==> src/fixed_point_round_saturate_alu_defines.svh <==
// Assertion helpers shared by the datapath modules.
// Each macro expects clk and rst_n to be visible where it is used.
`ifndef FIXED_POINT_ROUND_SATURATE_ALU_DEFINES_SVH
`define FIXED_POINT_ROUND_SATURATE_ALU_DEFINES_SVH

// Consequent checked in the same cycle as the antecedent.
`define FRSALU_ASSERT_IMP(label, ante, cons, msg) \
    label: assert property (@(posedge clk) disable iff (!rst_n) (ante) |-> (cons)) \
        else $error(msg);

// Consequent checked in the cycle after the antecedent.
`define FRSALU_ASSERT_NXT(label, ante, cons, msg) \
    label: assert property (@(posedge clk) disable iff (!rst_n) (ante) |=> (cons)) \
        else $error(msg);

`endif

==> src/frsalu_pkg.sv <==
`default_nettype none

package frsalu_pkg;

    // Operand bits actually used, counted from the least significant bit.
    localparam int OPND_USED_W = 32;

    // Fixed field widths of the request and result.
    localparam int OPND_W = 32;
    localparam int RES_W  = 32;
    localparam int FUNC_W = 2;
    localparam int FRAC_W = 5;
    localparam int OW_W   = 6;
    localparam int IDX_W  = 2;
    localparam int CFGD_W = 6;

    // Width of the exact intermediate value and of its fraction position.
    localparam int WIDE_W = 64;
    localparam int Q_W    = 6;

    // Operation codes.
    localparam logic [FUNC_W-1:0] FUNC_ADD     = 2'd0;
    localparam logic [FUNC_W-1:0] FUNC_SUB     = 2'd1;
    localparam logic [FUNC_W-1:0] FUNC_MUL     = 2'd2;
    localparam logic [FUNC_W-1:0] FUNC_MUL_ALT = 2'd3;

    // Configuration register indexes.
    localparam logic [IDX_W-1:0] CFG_FRAC_A   = 2'd0;
    localparam logic [IDX_W-1:0] CFG_FRAC_B   = 2'd1;
    localparam logic [IDX_W-1:0] CFG_FRAC_OUT = 2'd2;
    localparam logic [IDX_W-1:0] CFG_OUT_W    = 2'd3;

    // Reset values of the configuration registers.
    localparam logic [FRAC_W-1:0] RST_FRAC  = 5'd15;
    localparam logic [OW_W-1:0]   RST_OUT_W = 6'd16;

    typedef struct packed {
        logic [FUNC_W-1:0]        func;
        logic signed [OPND_W-1:0] operand_a;
        logic signed [OPND_W-1:0] operand_b;
    } req_t;

    typedef struct packed {
        logic signed [RES_W-1:0] result;
        logic                    saturated;
    } rsp_t;

    // Settings as seen by the datapath; the limit is precomputed on write.
    typedef struct packed {
        logic [FRAC_W-1:0] frac_a;
        logic [FRAC_W-1:0] frac_b;
        logic [FRAC_W-1:0] frac_out;
        logic [RES_W-1:0]  lim;
    } cfg_t;

    // Exact sum or product handed from the front end to the rounding back end.
    typedef struct packed {
        logic                     valid;
        logic [Q_W-1:0]           q;
        logic signed [WIDE_W-1:0] t;
    } sum_t;

    // Symmetric limit 2^(w-1)-1 with the width held within 2 and OPND_USED_W.
    function automatic logic [RES_W-1:0] limit_of(input logic [OW_W-1:0] w);
        logic [OW_W-1:0]   ew;
        logic [WIDE_W-1:0] full;
        ew = w;
        if (ew < OW_W'(2))
        begin
            ew = OW_W'(2);
        end
        if (ew > OW_W'(OPND_USED_W))
        begin
            ew = OW_W'(OPND_USED_W);
        end
        full = (WIDE_W'(1) << (ew - OW_W'(1))) - WIDE_W'(1);
        return full[RES_W-1:0];
    endfunction

endpackage

`default_nettype wire

==> src/frsalu_cfg.sv <==
`default_nettype none

module frsalu_cfg (
    input  wire logic                         clk,
    input  wire logic                         rst_n,
    input  wire logic                         cfg_wr_en,
    input  wire logic [frsalu_pkg::IDX_W-1:0]  cfg_addr,
    input  wire logic [frsalu_pkg::CFGD_W-1:0] cfg_wdata,
    output frsalu_pkg::cfg_t                  cfg
);

    logic [frsalu_pkg::FRAC_W-1:0] frac_a_reg;
    logic [frsalu_pkg::FRAC_W-1:0] frac_b_reg;
    logic [frsalu_pkg::FRAC_W-1:0] frac_out_reg;
    logic [frsalu_pkg::RES_W-1:0]  lim_reg;

    // Register file; the output width is kept only as its saturation limit.
    always_ff @(posedge clk or negedge rst_n)
    begin
        if (!rst_n)
        begin
            frac_a_reg   <= frsalu_pkg::RST_FRAC;
            frac_b_reg   <= frsalu_pkg::RST_FRAC;
            frac_out_reg <= frsalu_pkg::RST_FRAC;
            lim_reg      <= frsalu_pkg::limit_of(frsalu_pkg::RST_OUT_W);
        end
        else if (cfg_wr_en)
        begin
            unique case (cfg_addr)
                frsalu_pkg::CFG_FRAC_A:
                begin
                    frac_a_reg <= cfg_wdata[frsalu_pkg::FRAC_W-1:0];
                end
                frsalu_pkg::CFG_FRAC_B:
                begin
                    frac_b_reg <= cfg_wdata[frsalu_pkg::FRAC_W-1:0];
                end
                frsalu_pkg::CFG_FRAC_OUT:
                begin
                    frac_out_reg <= cfg_wdata[frsalu_pkg::FRAC_W-1:0];
                end
                frsalu_pkg::CFG_OUT_W:
                begin
                    lim_reg <= frsalu_pkg::limit_of(cfg_wdata[frsalu_pkg::OW_W-1:0]);
                end
            endcase
        end
    end

    assign cfg.frac_a   = frac_a_reg;
    assign cfg.frac_b   = frac_b_reg;
    assign cfg.frac_out = frac_out_reg;
    assign cfg.lim      = lim_reg;

endmodule

`default_nettype wire

==> src/frsalu_align.sv <==
`default_nettype none

module frsalu_align (
    input  wire logic             clk,
    input  wire logic             rst_n,
    input  wire logic             in_valid,
    input  wire frsalu_pkg::req_t req,
    input  wire frsalu_pkg::cfg_t cfg,
    output frsalu_pkg::sum_t      sum
);

    localparam int DW = frsalu_pkg::OPND_USED_W;
    localparam int WW = frsalu_pkg::WIDE_W;
    localparam int QW = frsalu_pkg::Q_W;

    logic signed [DW-1:0]   a_op;
    logic signed [DW-1:0]   b_op;
    logic signed [2*DW-1:0] prod;
    logic signed [WW-1:0]   a_sx;
    logic signed [WW-1:0]   b_sx;
    logic                   is_mul;
    logic [frsalu_pkg::FRAC_W-1:0] diff_ab;
    logic [frsalu_pkg::FRAC_W-1:0] diff_ba;

    logic signed [WW-1:0]   x_next;
    logic signed [WW-1:0]   y_next;
    logic [QW-1:0]          q_next;
    logic                   sub_next;
    logic signed [WW-1:0]   t_next;

    logic                   s1_valid_reg;
    logic signed [WW-1:0]   s1_x_reg;
    logic signed [WW-1:0]   s1_y_reg;
    logic [QW-1:0]          s1_q_reg;
    logic                   s1_sub_reg;

    logic                   s2_valid_reg;
    logic signed [WW-1:0]   s2_t_reg;
    logic [QW-1:0]          s2_q_reg;

    // Operands are the low bits of each field, sign extended.
    assign a_op = req.operand_a[DW-1:0];
    assign b_op = req.operand_b[DW-1:0];
    assign prod = a_op * b_op;
    assign a_sx = WW'(a_op);
    assign b_sx = WW'(b_op);

    assign is_mul  = (req.func == frsalu_pkg::FUNC_MUL) || (req.func == frsalu_pkg::FUNC_MUL_ALT);
    assign diff_ab = cfg.frac_a - cfg.frac_b;
    assign diff_ba = cfg.frac_b - cfg.frac_a;

    // Stage one: multiply, or scale up the operand with fewer fraction bits.
    always_comb
    begin
        sub_next = (req.func == frsalu_pkg::FUNC_SUB);
        if (is_mul)
        begin
            x_next = WW'(prod);
            y_next = '0;
            q_next = QW'(cfg.frac_a) + QW'(cfg.frac_b);
        end
        else if (cfg.frac_a >= cfg.frac_b)
        begin
            x_next = a_sx;
            y_next = b_sx <<< diff_ab;
            q_next = QW'(cfg.frac_a);
        end
        else
        begin
            x_next = a_sx <<< diff_ba;
            y_next = b_sx;
            q_next = QW'(cfg.frac_b);
        end
    end

    // Stage two: the exact sum or difference.
    assign t_next = s1_sub_reg ? (s1_x_reg - s1_y_reg) : (s1_x_reg + s1_y_reg);

    // Valid bits.
    always_ff @(posedge clk or negedge rst_n)
    begin
        if (!rst_n)
        begin
            s1_valid_reg <= 1'b0;
            s2_valid_reg <= 1'b0;
        end
        else
        begin
            s1_valid_reg <= in_valid;
            s2_valid_reg <= s1_valid_reg;
        end
    end

    // Data registers.
    always_ff @(posedge clk)
    begin
        s1_x_reg   <= x_next;
        s1_y_reg   <= y_next;
        s1_q_reg   <= q_next;
        s1_sub_reg <= sub_next;
        s2_t_reg   <= t_next;
        s2_q_reg   <= s1_q_reg;
    end

    assign sum.valid = s2_valid_reg;
    assign sum.q     = s2_q_reg;
    assign sum.t     = s2_t_reg;

endmodule

`default_nettype wire

==> src/frsalu_round.sv <==
`default_nettype none
`include "fixed_point_round_saturate_alu_defines.svh"

module frsalu_round (
    input  wire logic             clk,
    input  wire logic             rst_n,
    input  wire frsalu_pkg::sum_t sum,
    input  wire frsalu_pkg::cfg_t cfg,
    output logic                  out_valid,
    output frsalu_pkg::rsp_t      rsp
);

    localparam int WW = frsalu_pkg::WIDE_W;
    localparam int QW = frsalu_pkg::Q_W;
    localparam int RW = frsalu_pkg::RES_W;

    logic [WW-1:0]        lim_w;
    logic signed [RW-1:0] lim_s;

    logic                 neg_next;
    logic [WW-1:0]        mag_next;
    logic                 down_next;
    logic [QW-1:0]        shamt_next;
    logic [WW-1:0]        val_next;
    logic [WW-1:0]        r_next;
    logic                 sat_next;
    logic [RW-1:0]        clip_next;
    frsalu_pkg::rsp_t     rsp_next;

    logic                 s3_valid_reg;
    logic                 s3_neg_reg;
    logic [WW-1:0]        s3_mag_reg;
    logic                 s3_down_reg;
    logic [QW-1:0]        s3_shamt_reg;

    logic                 s4_valid_reg;
    logic                 s4_neg_reg;
    logic [WW-1:0]        s4_val_reg;
    logic                 s4_down_reg;

    logic                 s5_valid_reg;
    logic                 s5_neg_reg;
    logic [WW-1:0]        s5_mag_reg;

    logic                 s6_valid_reg;
    frsalu_pkg::rsp_t     s6_rsp_reg;

    assign lim_w = WW'(cfg.lim);
    assign lim_s = cfg.lim;

    // Stage three: sign and magnitude, and the direction of the rescale.
    always_comb
    begin
        neg_next  = sum.t[WW-1];
        mag_next  = neg_next ? (WW'(0) - WW'(sum.t)) : WW'(sum.t);
        down_next = sum.q > QW'(cfg.frac_out);
        if (down_next)
        begin
            shamt_next = sum.q - QW'(cfg.frac_out);
        end
        else
        begin
            shamt_next = QW'(cfg.frac_out) - sum.q;
        end
    end

    // Stage four: shift right leaving the rounding bit, or shift left exactly.
    // A value already beyond the limit is pinned just past it in place of a left shift.
    always_comb
    begin
        if (s3_down_reg)
        begin
            val_next = s3_mag_reg >> (s3_shamt_reg - QW'(1));
        end
        else if (s3_mag_reg > lim_w)
        begin
            val_next = lim_w + WW'(1);
        end
        else
        begin
            val_next = s3_mag_reg << s3_shamt_reg;
        end
    end

    // Stage five: add the rounding bit, which rounds half away from zero.
    assign r_next = s4_down_reg ? ((s4_val_reg >> 1) + WW'(s4_val_reg[0])) : s4_val_reg;

    // Stage six: symmetric clamp and restore the sign.
    always_comb
    begin
        sat_next           = s5_mag_reg > lim_w;
        clip_next          = sat_next ? cfg.lim : s5_mag_reg[RW-1:0];
        rsp_next.result    = s5_neg_reg ? (RW'(0) - clip_next) : clip_next;
        rsp_next.saturated = sat_next;
    end

    // Valid bits.
    always_ff @(posedge clk or negedge rst_n)
    begin
        if (!rst_n)
        begin
            s3_valid_reg <= 1'b0;
            s4_valid_reg <= 1'b0;
            s5_valid_reg <= 1'b0;
            s6_valid_reg <= 1'b0;
        end
        else
        begin
            s3_valid_reg <= sum.valid;
            s4_valid_reg <= s3_valid_reg;
            s5_valid_reg <= s4_valid_reg;
            s6_valid_reg <= s5_valid_reg;
        end
    end

    // Data registers.
    always_ff @(posedge clk)
    begin
        s3_neg_reg   <= neg_next;
        s3_mag_reg   <= mag_next;
        s3_down_reg  <= down_next;
        s3_shamt_reg <= shamt_next;
        s4_neg_reg   <= s3_neg_reg;
        s4_val_reg   <= val_next;
        s4_down_reg  <= s3_down_reg;
        s5_neg_reg   <= s4_neg_reg;
        s5_mag_reg   <= r_next;
        s6_rsp_reg   <= rsp_next;
    end

    assign out_valid = s6_valid_reg;
    assign rsp       = s6_rsp_reg;

    // A delivered result never lies outside the symmetric limit.
    `FRSALU_ASSERT_IMP(a_res_in_range, s6_valid_reg, (s6_rsp_reg.result <= lim_s) && (s6_rsp_reg.result >= -lim_s), "result outside the saturation limit")
    // A clamped result sits exactly on one of the two limits.
    `FRSALU_ASSERT_IMP(a_sat_on_limit, s6_valid_reg && s6_rsp_reg.saturated, (s6_rsp_reg.result == lim_s) || (s6_rsp_reg.result == -lim_s), "saturated result is not at the limit")
    // Zero can never have been clamped.
    `FRSALU_ASSERT_IMP(a_zero_not_sat, s6_valid_reg && (s6_rsp_reg.result == '0), !s6_rsp_reg.saturated, "zero result flagged as saturated")
    // An empty back end, its input included, gives no result strobe without a request.
    `FRSALU_ASSERT_NXT(a_no_phantom, !sum.valid && !s3_valid_reg && !s4_valid_reg && !s5_valid_reg, !s6_valid_reg, "result strobe without a request")

endmodule

`default_nettype wire

==> src/fixed_point_round_saturate_alu.sv <==
// The done strobe is the valid bit of the clamp stage, the last of the pipeline registers.
// Throughput: one request per clock; busy is never raised, six requests in flight at most.
// The rate is set by the six-stage pipeline: multiply or align, add, magnitude,
// rescale shift, rounding add, clamp. The receiver cannot stall the results.
// Reset clears all valid bits and loads the formats 15, 15, 15 and the limit for width 16.
`default_nettype none

module fixed_point_round_saturate_alu (
    input  wire logic                         clk,
    input  wire logic                         rst_n,
    input  wire logic                         start,
    output logic                              busy,
    input  wire frsalu_pkg::req_t             req,
    output logic                              done,
    output frsalu_pkg::rsp_t                  rsp,
    input  wire logic                         cfg_wr_en,
    input  wire logic [frsalu_pkg::IDX_W-1:0]  cfg_addr,
    input  wire logic [frsalu_pkg::CFGD_W-1:0] cfg_wdata
);

    frsalu_pkg::cfg_t cfg;
    frsalu_pkg::sum_t sum;
    logic             accept;

    // The pipeline advances every cycle, so a request is always taken.
    assign busy   = 1'b0;
    assign accept = start && !busy;

    // Format and limit registers.
    frsalu_cfg u_cfg (
        .clk       (clk),
        .rst_n     (rst_n),
        .cfg_wr_en (cfg_wr_en),
        .cfg_addr  (cfg_addr),
        .cfg_wdata (cfg_wdata),
        .cfg       (cfg)
    );

    // Front end: operand alignment or multiply, then the exact sum.
    frsalu_align u_align (
        .clk      (clk),
        .rst_n    (rst_n),
        .in_valid (accept),
        .req      (req),
        .cfg      (cfg),
        .sum      (sum)
    );

    // Back end: rescale with rounding, then symmetric saturation.
    frsalu_round u_round (
        .clk       (clk),
        .rst_n     (rst_n),
        .sum       (sum),
        .cfg       (cfg),
        .out_valid (done),
        .rsp       (rsp)
    );

endmodule

`default_nettype wire

==> config.mk <==
export PLATFORM = sky130hd
export DESIGN_NAME = fixed_point_round_saturate_alu
export DESIGN_NICKNAME = d
export VERILOG_FILES = /design/src/frsalu_pkg.sv /design/src/frsalu_cfg.sv /design/src/frsalu_align.sv /design/src/frsalu_round.sv /design/src/fixed_point_round_saturate_alu.sv
export VERILOG_INCLUDE_DIRS = /design/src /design/src/src
export SDC_FILE = /design/constraint.sdc
export NUM_CORES = 2
export LEC_CHECK = 0
export BUFFER_PORTS_ARGS = -buffer_cell sky130_fd_sc_hd__buf_4
export CAP_MARGIN = 5
export CORE_ASPECT_RATIO = 0.75
export CORE_MARGIN = 5
export CORE_UTILIZATION = 50
export CTS_CLUSTER_DIAMETER = 40
export DETAILED_ROUTE_END_ITERATION = 7
export PLACE_DENSITY = 0.66
export SYNTH_ARGS = -nofsm -noshare
export SYNTH_HDL_FRONTEND = slang
export SYNTH_SLANG_ARGS = --single-unit
export TNS_END_PERCENT = 20
==> constraint.sdc <==
create_clock -name clk -period 6.61 [get_ports clk]
set_clock_uncertainty 0.05 [all_clocks]
set_input_delay 0.661 -clock clk [delete_from_list [all_inputs] [get_ports clk]]
set_output_delay 0.661 -clock clk [all_outputs]
set_load 0.01 [all_outputs]
Word-level counts from Yosys, hierarchy flattened

Index checks and enable logic that the tools add are counted.

Word-level logic and storage cells: 85
Output and inout port bits: 35
Input bits: 78
Register bits: 494

Equal/unequal tests: 6
$add $sub $neg: 14
Reductions and logical operators: 6
Multiply operators: 1
Multiplexer cells: 19
Shift operators: 5
Magnitude comparators: 6

Operator list:

| operator                                                             | count |
|---|---|
| 64-bit two-way mux                                                   | 7 |
| 64-bit by 32-bit greater-than comparator with 1-bit output           | 2 |
| 32-bit by 5-bit <<< shifter with 64-bit output                       | 2 |
| 63-bit by 1-bit adder with 64-bit output                             | 1 |
| 64-bit adder                                                         | 1 |
| 32-bit by 32-bit multiplier with 64-bit output                       | 1 |
| 32-bit two-way mux                                                   | 2 |
| 64-bit by 6-bit left shift with 64-bit output                        | 1 |
| 64-bit by 6-bit >> shifter with 64-bit output                        | 1 |
| 1-bit by 64-bit subtractor with 64-bit output, first input constant  | 1 |
| 64-bit subtractor                                                    | 1 |
| 63-bit two-way mux                                                   | 1 |
| 6-bit two-way mux                                                    | 8 |
| 32-bit by 1-bit adder with 33-bit output, second input constant      | 1 |
| 1-bit by 6-bit left shift with 32-bit output, first input constant   | 1 |
| 1-bit by 32-bit subtractor with 32-bit output, first input constant  | 1 |
| 32-bit by 2-bit subtractor with 32-bit output, second input constant | 1 |
| 6-bit by 1-bit subtractor with 6-bit output, second input constant   | 2 |
| 5-bit subtractor                                                     | 2 |
| 2-bit equality test, second input constant                           | 4 |
| 2-bit AND reduction                                                  | 4 |
| 5-bit by 5-bit adder with 6-bit output                               | 1 |
| 6-bit by 5-bit greater-than comparator with 1-bit output             | 1 |
| 6-bit greater-than comparator, second input constant                 | 1 |
| other kinds (8)                                                      | 9 |

Depth between registers and ports, before layout

Depth in word-level cells: 11
Mapped depth: 32
Mapped depth without buffers: 28

Hierarchy

A second synthesis with hierarchy kept.

Cell total of the unflattened synthesis: 8584
Area, all modules: 74783.0 µm²

By module, submodules not included:

| module                         | instances | area an instance (µm²) | cells an instance |
|---|---|---|---|
| frsalu_align                   | 1         | 51909.8                | 5951 |
| frsalu_round                   | 1         | 20310.7                | 2388 |
| frsalu_cfg                     | 1         | 2551.2                 | 243 |
| fixed_point_round_saturate_alu | 1         | 11.3                   | 2 |

Least setup slack after synthesis

Ideal clock, no wire load.

Path kind: input -> register
Start point: input port req[63] (netlist name)
End point: register u_align.s1_x_reg[62]
Setup time: 0.114 ns
Arrival time: 8.524 ns
Setup slack: -2.078 ns
Buffers on the path: 4
Stages: 29
Cell sequence: clkbuf_1 > clkbuf_1 > clkbuf_1 > nand2_1 > inv_1 > fa_1 > inv_1 > fa_1 > inv_1 > fa_1 > fa_1 > inv_1 > fa_1 > inv_1 > fa_1 > inv_1 > fa_1 > inv_1 > fa_1 > ha_1 > clkbuf_1 > nand4_1 > nor4_1 > nand3_1 > a221oi_1 > a211o_1 > a21oi_1 > xnor2_1 > a21o_1

Word-level cells in the longest chain between the ends: 3
Elaborated cells between the ends (all ways): 4

Ends and longest elaborated chain:

| element                                                                                                | line                                 | text |
|---|---|---|
| start: declaration                                                                                     | fixed_point_round_saturate_alu.sv:13 | `input wire frsalu_pkg::req_t req,` |
| parallel branches: the longest is 2 deep, another holds 32-bit by 32-bit multiplier with 64-bit output | --                                   |  |
| 64-bit two-way mux (*)                                                                                 | frsalu_align.sv:56                   | `if (is_mul)` |
| named net u_align.x_next[62]                                                                           | frsalu_align.sv:25                   | `logic signed [WW-1:0] x_next;` |
| end signal: assignment                                                                                 | frsalu_align.sv:97                   | `s1_x_reg <= x_next;` |
| end: declaration                                                                                       | frsalu_align.sv:32                   | `logic signed [WW-1:0] s1_x_reg;` |

Mark *: on every way through the listed nets, which the timed path passes.
A chain may end at the register's enable or synchronous reset.

Worst setup path in the final report

Start point: input port req[4] (netlist name)
End point: register u_align.s1_x_reg[63]

Word-level cells in the longest chain between the ends: 2

Ends and longest elaborated chain:

| element                                        | line               | text |
|---|---|---|
| 32-bit by 32-bit multiplier with 64-bit output | frsalu_align.sv:44 | `assign prod = a_op * b_op;` |
| 64-bit two-way mux                             | frsalu_align.sv:56 |  |
| named net u_align.x_next[63]                   | frsalu_align.sv:25 |  |

The timed path passes the listed nets, and every way through them passes these cells.

==> flow_summary_export.csv <==
group,metric,value,unit
status,status,"complete, but fails checks",
status,violations,"negative setup slack",
routing,wl_per_cell,23.8,microns
timing,tightest_slew,1.27,ns
routing,first_pass_iters,7,
floorplanning,chipHeight,339,microns
setup_path,cp-end-kind,"register",
grt,antenna_found_initial,13,
grt,grt_overflow,0,
floorplanning,fp.coreArea,143000,sq um
synth,ys_seq_area_frac,0.141,
setup_path,worstPathArrival,8.03,ns
placed_design,place_inst,10600,
floorplanning,io_pins,113,
placed_design,dp_hpwl,214,mm
timing,rsz0062_at_grt,"yes",
synth,ys.flop_type,"dfxtp_1",
grt,grt_max_degree,92,
timing,setup_violations,39,
cells_and_area,fillers,13000,
floorplanning,dieArea,152000,sq um
grt,grt_use_met2,0.433,
timing,hold_violations,0,
timing,worst_slack,-0.903,ns
timing,min_period,7.51,ns
setup_path,cpMostUsedCell,"fa_1",
cells_and_area,drive_above_1_share,0.132,
cells_and_area,fin_cells,10700,
setup_path,setup.worst_path.class,"input port to register",
timing,fin_crit_sh,1.14,
routing,postRouteAntennaNets,0,
routing,drc,0,
cts,numCtsBuffers,52,
timing,fmax,133,MHz
grt,grt_pass1_vias,62800,
grt,top_usage_layer,"met1",
synth,syn-num-nets,10100,
synth,synth_edf_count,0,
floorplanning,start_util,0.504,
cts,cts.sinks,493,
cts,clk_latency,0.67,ns
setup_path,cpMaxStageDelayCell,"fa_1",
cts,h-tree-depth,2,
floorplanning,die_w,449,microns
setup_path,cp_max_fo,18,
cts,cts_tree,"built",
routing,via_count,63400,
setup_path,path_buf_inv,6,
setup_path,critPathTopFamily,"adder cells",
setup_path,start_kind,"input port",
routing,wl,255,mm
synth,async_reset_ff_frac,0.108,
grt,grtUsageMet3,0.127,
setup_path,required,7.12,ns
hold_path,holdCritPathClass,"input port to register",
floorplanning,rows,120,
setup_path,cp_slowest_stage_delay,0.60,ns
routing,viasPerCell,5.92,
synth,postSynthAreaPerCell,8.46,sq um
timing,relSlewSlack,0.143,
routing,drt_iter0_markers,7077,
cts,cts_root_buf,"clkbuf_16",
placed_design,pre_cts_ws,-1.81,ns
timing,final-max-slew-violation-count,0,
placed_design,gp_congestion,1.07,
cells_and_area,area_growth,13.0,%
synth,yosys_warnings,0,
cts,clk_path_buf_depth,3,
grt,grt.total_usage,0.331,
synth,synth_area,72200,sq um
synth,synth_seq_cells,493,
run,maxCapViolCount,0,
grt,use_met1,0.512,
cells_and_area,fin_nets,10300,
synth,synthCells,8542,
cts,clkTransAtPathRegs,0.07,ns
timing,whs,0.0486,ns
placed_design,portBuffers,111,
synth,yosysUniqueCellTypes,87,
grt,grt_first_pass_wirelength,389,mm
timing repair:
item | in CTS | in global routing
endpoints found under the setup margin | 40 | 43
gates resized for setup | 127 | 140
endpoints found under the hold margin | 26 | 0
gates cloned | 2 | 1
setup buffers | 11 | 18
hold buffers | 1 | 0
pin swaps | 66 | 70
cell type report:
type	count	area, sq um	share of cell area
Multi-Input combinational cell	6427	56900	0.697
Clock inverter	37	482	0.00590
Tap cell	1891	2370	0.0290
Inverter	1068	4020	0.0493
Antenna cell	9	22.5	0.000276
Sequential cell	493	10200	0.125
Timing Repair Buffer	727	6270	0.0768
Clock buffer	59	1390	0.0170
path summary, 6_finish.rpt:
check | slack, ns | to | start | cells after the start
max | -0.90 | u_align.s1_x_reg[63] | req[4] | 28
min | 0.05 | u_align.s1_valid_reg | start | 1
max reg2reg | 0.79 | u_align.s2_t_reg[63] | u_align.s1_y_reg[11] | 18
min reg2reg | 0.28 | u_align.s2_q_reg[3] | u_align.s1_q_reg[3] | 0
max in group asynchronous | 5.55 | u_cfg.lim_reg[21] | rst_n | 2
min in group asynchronous | 0.52 | u_cfg.lim_reg[16] | rst_n | 2
placed cells by master, fill, tap and decap left out, drive strengths merged, types with 23 or more instances in the layout:
master  netlist  layout
a21oi       534     534
o31ai        31      31
xnor2       264     264
nor2        509     509
nor2b        44      44
nand4        60      60
o21ai       403     403
a21o        110     110
dfxtp       440     440
mux2         58      58
nor3        125     125
a211oi       92      92
dfrtp        26      26
o22ai        72      72
mux2i       299     299
a31oi        61      61
nor4         45      45
dfstp        27      27
o21a         23      23
buf          52     723
and2        529     529
ha          343     343
or3          34      34
fa         1088    1088
nand3       105     105
clkbuf      502      60
and3         35      35
nand2      1093    1093
nand2b       42      42
inv        1064    1072
o211ai       51      51
mux4         55      55
xor2         93      93
through the flow:
step	cell area, sq um	utilization	setup TNS [ns]
final	81600	0.570	-17.93
after global routing	81600	0.570	-25.84
after CTS	80900	0.565	-15.81
after detailed placement	78400	0.547	-55.70
after global placement	78400	0.547	-55.01
after floorplan	72600	-	-27.45
cell usage after synthesis (10+ instances only):
master    count  share of area
nor3b_1      10         0.0010
a311oi_1     11         0.0013
o211ai_1     51         0.0053
o21bai_1     19         0.0020
o311ai_0     12         0.0015
xor2_1       93          0.011
nor4_1       44         0.0038
clkbuf_1    502          0.026
and2_1      528          0.046
or2_2        14         0.0012
o41ai_1      11         0.0013
a21o_1      110          0.011
ha_1        343          0.059
mux2_2       58         0.0090
a221o_1      13         0.0018
o21a_1       23         0.0024
o31ai_1      31         0.0032
mux2i_1     299          0.041
nand4_1      60         0.0052
a221oi_1     10         0.0012
a22oi_1      11         0.0011
or4_1        14         0.0015
buf_1        49         0.0025
and3_1       35         0.0030
dfrtp_1      26         0.0090
nor2_1      508          0.026
inv_1      1063          0.055
nand2b_1     42         0.0036
a211oi_1     92         0.0096
nor2b_1      44         0.0038
or3_1        30         0.0026
dfstp_2      27         0.0098
xnor2_1     264          0.032
a21oi_1     534          0.037
a22o_1       11         0.0013
o21ai_0     401          0.028
o22ai_1      72         0.0062
nor3_1      125         0.0087
dfxtp_1     440           0.12
mux4_2       55          0.017
nand2_1    1093          0.057
fa_1       1088           0.30
o221ai_1     20         0.0024
nand3_1     104         0.0072
a31oi_1      61         0.0053
per-layer routing:
metal / up-vias / part of all wire
met5: - / 0.0024
met3: 311 / 0.14
met1: 31400 / 0.46
li1: 28300 / -
met4: 10 / 0.020
met2: 3451 / 0.38
logic make-up after synthesis:
| logic type | Yosys count | synth area share |
|---|---|---|
| compound gates | 1545 | 0.129 |
| other cells | 2 | 0.000104 |
| mux | 412 | 0.0676 |
| xor+xnor | 357 | 0.0433 |
| flops | 493 | 0.141 |
| buf+inv | 1622 | 0.0844 |
| fa+ha+maj | 1431 | 0.361 |
| simple gates | 2680 | 0.174 |
Power is left out: the tool's default activity adds up to more than one toggle a clock period on the data nets, which glitch-free logic cannot reach.
